**config.mk**
```make
export PLATFORM = sky130hd
export DESIGN_NAME = dpbp_axis
export DESIGN_NICKNAME = d
export VERILOG_FILES = /design/src/rtl/dpbp_pkg.sv /design/src/rtl/dpbp_axis.sv
export SDC_FILE = /design/constraint.sdc
export NUM_CORES = 2
export LEC_CHECK = 0
export CORE_UTILIZATION = 45
export CTS_BUF_LIST = sky130_fd_sc_hd__clkbuf_4 sky130_fd_sc_hd__clkbuf_8
export DETAILED_ROUTE_END_ITERATION = 10
export DONT_BUFFER_PORTS = 1
export PLACE_DENSITY_LB_ADDON = 0.05
export SYNTH_ARGS = -nofsm -noshare
export SYNTH_HDL_FRONTEND = slang
export SYNTH_SLANG_ARGS = --single-unit
export TNS_END_PERCENT = 100
```
**constraint.sdc**
```tcl
create_clock -name clk_i -period 8.1 [get_ports clk_i]
set_input_delay 0 -clock clk_i [delete_from_list [all_inputs] [get_ports clk_i]]
set_output_delay 0 -clock clk_i [all_outputs]
set_load 0.005 [all_outputs]
```
**src/rtl/dpbp_pkg.sv**
```systemverilog
// ----------------------------------------------------------------------------
// Depth pixel back-projection package
// Shared widths, configuration register indexes, reset values and the
// stage-advance bundle passed from the top level to the axis datapaths.
// ----------------------------------------------------------------------------
package dpbp_pkg;

  // Field widths
  localparam int unsigned PixW   = 12;
  localparam int unsigned DepthW = 16;
  localparam int unsigned ColorW = 8;
  localparam int unsigned HalfW  = 13;  // half-pixel offsets and principal points
  localparam int unsigned ScaleW = 32;  // Q0.32 coefficients
  localparam int unsigned ZW     = 31;  // unsigned Q15.16 distance
  localparam int unsigned PosW   = 32;  // signed Q16.16 coordinates
  localparam int unsigned CfgIdxW = 3;

  localparam int unsigned InDataW  = 64;
  localparam int unsigned OutDataW = 120;

  // Configuration register indexes
  typedef enum logic [CfgIdxW-1:0] {
    CFG_DEPTH_SCALE = 3'd0,
    CFG_CX_HALF     = 3'd1,
    CFG_CY_HALF     = 3'd2,
    CFG_INV_FX      = 3'd3,
    CFG_INV_FY      = 3'd4
  } cfg_idx_e;

  // Register values after reset
  localparam logic [ScaleW-1:0] DepthScaleRst = 32'd4294967;
  localparam logic [HalfW-1:0]  CxHalfRst     = 13'd651;
  localparam logic [HalfW-1:0]  CyHalfRst     = 13'd507;
  localparam logic [ScaleW-1:0] InvFxRst      = 32'd8291634;
  localparam logic [ScaleW-1:0] InvFyRst      = 32'd8275659;

  // Load enables for pipeline stages 3 to 6
  typedef struct packed {
    logic s3;
    logic s4;
    logic s5;
    logic s6;
  } adv_t;

endpackage

```
**src/rtl/dpbp_axis.sv**
```systemverilog
// ----------------------------------------------------------------------------
// Depth pixel back-projection axis datapath
// Scales a signed half-pixel offset by z and a Q0.32 reciprocal focal length,
// floors by 2^33 and saturates to a signed Q16.16 coordinate (stages 3 to 6).
// ----------------------------------------------------------------------------
module dpbp_axis (
  input  logic                         clk_i,
  input  dpbp_pkg::adv_t               adv_i,
  input  logic [dpbp_pkg::HalfW-1:0]   mag_i,   // |2*pix - centre|, stage 2
  input  logic                         neg_i,   // offset is negative, stage 2
  input  logic [dpbp_pkg::ZW-1:0]      z_i,     // saturated z, stage 2
  input  logic [dpbp_pkg::ScaleW-1:0]  inv_i,   // reciprocal focal length
  output logic [dpbp_pkg::PosW-1:0]    pos_o    // coordinate, stage 6
);

  localparam int unsigned ProdW = dpbp_pkg::HalfW + dpbp_pkg::ZW;       // 44
  localparam int unsigned HiW   = ProdW - 32;                           // 12
  localparam int unsigned LoW   = 64;
  localparam int unsigned HiPW  = HiW + dpbp_pkg::ScaleW;               // 44
  localparam int unsigned TopW  = HiPW + 1;                             // 45

  logic [ProdW-1:0] prod_q;
  logic             neg3_q;
  logic [LoW-1:0]   lo_q;
  logic [HiPW-1:0]  hi_q;
  logic             neg4_q;
  logic [TopW-1:0]  top_q;
  logic             rem_q;
  logic             neg5_q;
  logic [dpbp_pkg::PosW-1:0] pos_q;

  logic [TopW-1:0]  top_d;
  logic [TopW-2:0]  quot;
  logic [TopW-1:0]  quot_up;
  logic [dpbp_pkg::PosW-1:0] neg_mag;
  logic [dpbp_pkg::PosW-1:0] pos_d;

  // Stage 3: offset magnitude times z
  always_ff @(posedge clk_i) begin
    if (adv_i.s3) begin
      prod_q <= ProdW'(mag_i) * ProdW'(z_i);
      neg3_q <= neg_i;
    end
  end

  // Stage 4: split the 44-bit product into two partial products with inv
  always_ff @(posedge clk_i) begin
    if (adv_i.s4) begin
      lo_q   <= LoW'(prod_q[31:0]) * LoW'(inv_i);
      hi_q   <= HiPW'(prod_q[ProdW-1:32]) * HiPW'(inv_i);
      neg4_q <= neg3_q;
    end
  end

  // Stage 5: recombine to the product shifted down by 32, keep the sticky bit
  assign top_d = {1'b0, hi_q} + TopW'(lo_q[LoW-1:32]);

  always_ff @(posedge clk_i) begin
    if (adv_i.s5) begin
      top_q  <= top_d;
      rem_q  <= (|lo_q[31:0]) | top_d[0];
      neg5_q <= neg4_q;
    end
  end

  // Stage 6: floor, saturate and apply the sign
  assign quot    = top_q[TopW-1:1];
  assign quot_up = {1'b0, quot} + TopW'(rem_q);

  always_comb begin
    if (quot_up > TopW'(33'h0_8000_0000)) begin
      neg_mag = 32'h8000_0000;
    end else begin
      neg_mag = quot_up[dpbp_pkg::PosW-1:0];
    end
    if (neg5_q) begin
      pos_d = 32'd0 - neg_mag;
    end else if (|quot[TopW-2:31]) begin
      pos_d = 32'h7FFF_FFFF;
    end else begin
      pos_d = {1'b0, quot[30:0]};
    end
  end

  always_ff @(posedge clk_i) begin
    if (adv_i.s6) begin
      pos_q <= pos_d;
    end
  end

  assign pos_o = pos_q;

endmodule

```
==> metrics <==
max_cap viols 0; post-synthesis cell type count 91; top cells by area, synth fa_1 (45%), edfxtp_1 (10%), ha_1 (8.6%); io pins 114; Synthesized Nets 9,398; WP buf/inv 4; Worst EP required 8570 ps; synthesized flop and latch total 232; CP max stage delay 620 ps; Final min period 7850 ps; GRT Residual Overflow 0; status completed; Num CTS Buffers 50; cell count after synthesis 7,331; Via density 5.26; DR WL/cell 20.4 um; DRC violations left 0; DIE HEIGHT 391 um; Final Max Slew Viols 0; TritonCTS Sinks 232; syn_area_per_cell 9.29 um^2; Fin. Hold Viols 0; post-synth top area cell fa_1; Slew headroom 22.5%; top_reg_cell synth edfxtp_1; Layout Nets 9,195; Initial Utilization 45.4%; Post-synth EDFFs 232; DR pass1 iterations 6; fmax 0.127 GHz; commonest cells in the netlist fa_1 (1,516), inv_1 (1,488), nand2_1 (1,122), and2_1 (841), ha_1 (469); Vias 48,300; clk_skew 111 ps; Setup CP Type reg2reg; hpwl dp 148 mm; Synth top area share 44.5%; Yosys Warn Count 0; sequential share of the synthesized area 10.2%; total track usage 25.8%; Critical Path AT 8320 ps; total die area 153,000 um^2; Worst-path clk slew 70 ps; Post-Syn Area 68,100 um^2; leading cell type by number of instances after synthesis fa_1; CTS Buffer Depth 3; initial antenna violation count 4; Startpoint Class flop; Hold Crit Class in2reg; largest net degree at the start of global routing 110; crit-path most repeated cell fa_1; Syn-to-layout area delta 5.38%; global-route wire length before repair 306 mm; CTS H-tree lvls 2; Buffers on Ports 0; dpl cells 9,059; share of layout cells above drive strength 1 3.71%; routed wire length 187 mm; die extent in x 391 um; CP Max Fanout 18; Placer Congestion 0.881; Worst Setup End Kind flop; ys async rst share 0%; cell family with most CP delay adder cells; row cnt 142; TritonCTS clock tree built; ANT nets after route 0; Worst-Margin Slew 1160 ps; vias in the first global route 53,900; fin util 47.8%; Worst-Skew Late Latency 750 ps; final setup vio count 0; final worst-path cycle share 96.9%; critical path's slowest cell fa_1; 1st-iter DRT viols 2,351; clock root cell clkbuf_8; fin cells 9,185; CORE AREA 150,000 um^2
-- state kept, by name (all words and copies together), names as in the netlist --
register  count
neg4_q        1
hi_q         44
neg5_q        1
top_q        44
neg3_q        1
pos_o        32
lo_q         64
rem_q         1
prod_q       44
-- worst min-delay path, cell delays in order --
cell	delay [ps]
and2_1	120
ha_1	140
ha_1	150
ha_1	120
ha_1	150
-- placed cells by master, fill, tap and decap left out, types with 63 or more instances in the layout --
cell type	Yosys	final
fa_1	1516	1514
a21o_1	103	103
nand3_1	63	63
nand2_1	1122	1122
xnor2_1	154	154
nor2_1	123	122
edfxtp_1	232	232
buf_4	7	100
a21oi_1	188	185
inv_1	1488	1488
o21ai_0	111	108
ha_1	469	466
and2_1	841	839
-- final timing paths --
check	start	to	slack, ps	cells past startpoint
hold / removal	z_i[1]	prod_q[3]	90	5
setup reg to reg	prod_q[19]	lo_q[54]	250	25
setup / recovery	prod_q[19]	lo_q[54]	250	25
hold reg to reg	neg3_q	neg4_q	420	0
-- area by class of cell --
type	instances	area, um^2
Inverter	1489	5590
Tap cell	2016	2520
Clock inverter	30	307
Multi-Input combinational cell	5204	54100
Fill cell	14500	78300
Clock buffer	60	763
Antenna cell	3	7.51
Timing Repair Buffer	151	1530
Sequential cell	232	6970
-- routing by layer --
metal  vias up  share of wire (%)  GRT usage [%]
li1      21700                  -              -
met1     25400                 43           33.5
met2       930                 51           45.9
met3       233                3.8           2.68
met4         2                2.5           6.25
met5         -             0.0070              0
-- kinds of logic (layout without fill, tap and decap cells) --
group                    after synthesis  count (layout)  synth area share, %
other                                  0               3                    0
AND/OR/NAND/NOR                     2378            2378                 17.3
AO/OA/AOI/OAI                        630             630                 6.07
multiplexers                           6               6               0.0918
buffers and inverters               1895            1730                 10.5
flip-flops                           232             232                 10.2
XOR/XNOR                             205             205                 2.64
adder cells (fa/ha/maj)             1985            1985                 53.2
-- what timing repair did --
item	CTS	global route
gates resized for setup	0	33
setup buffers	0	7
setup endpoints to repair	0	12
hold buffers	26	0
endpoints found under the hold margin	249	0
-- metrics by stage --
stage | setup TNS [ps] | setup slack [ps] | hold WS [ps] | instance area [um^2]
2_1_floorplan | 0 | 538 | 98.9 | 68100
3_3_place_gp | 0 | 100 | 98.9 | 70200
3_5_place_dp | 0 | 57.0 | 98.9 | 70200
4_1_cts | 0 | 25.8 | 11.9 | 71600
5_1_grt | -15.3 | -11.3 | 58.0 | 71800
6_report | 0 | 250 | 87.5 | 71800
Power is not shown: default switching activity piles up to over one toggle a cycle in this logic, so the estimate is an artifact.
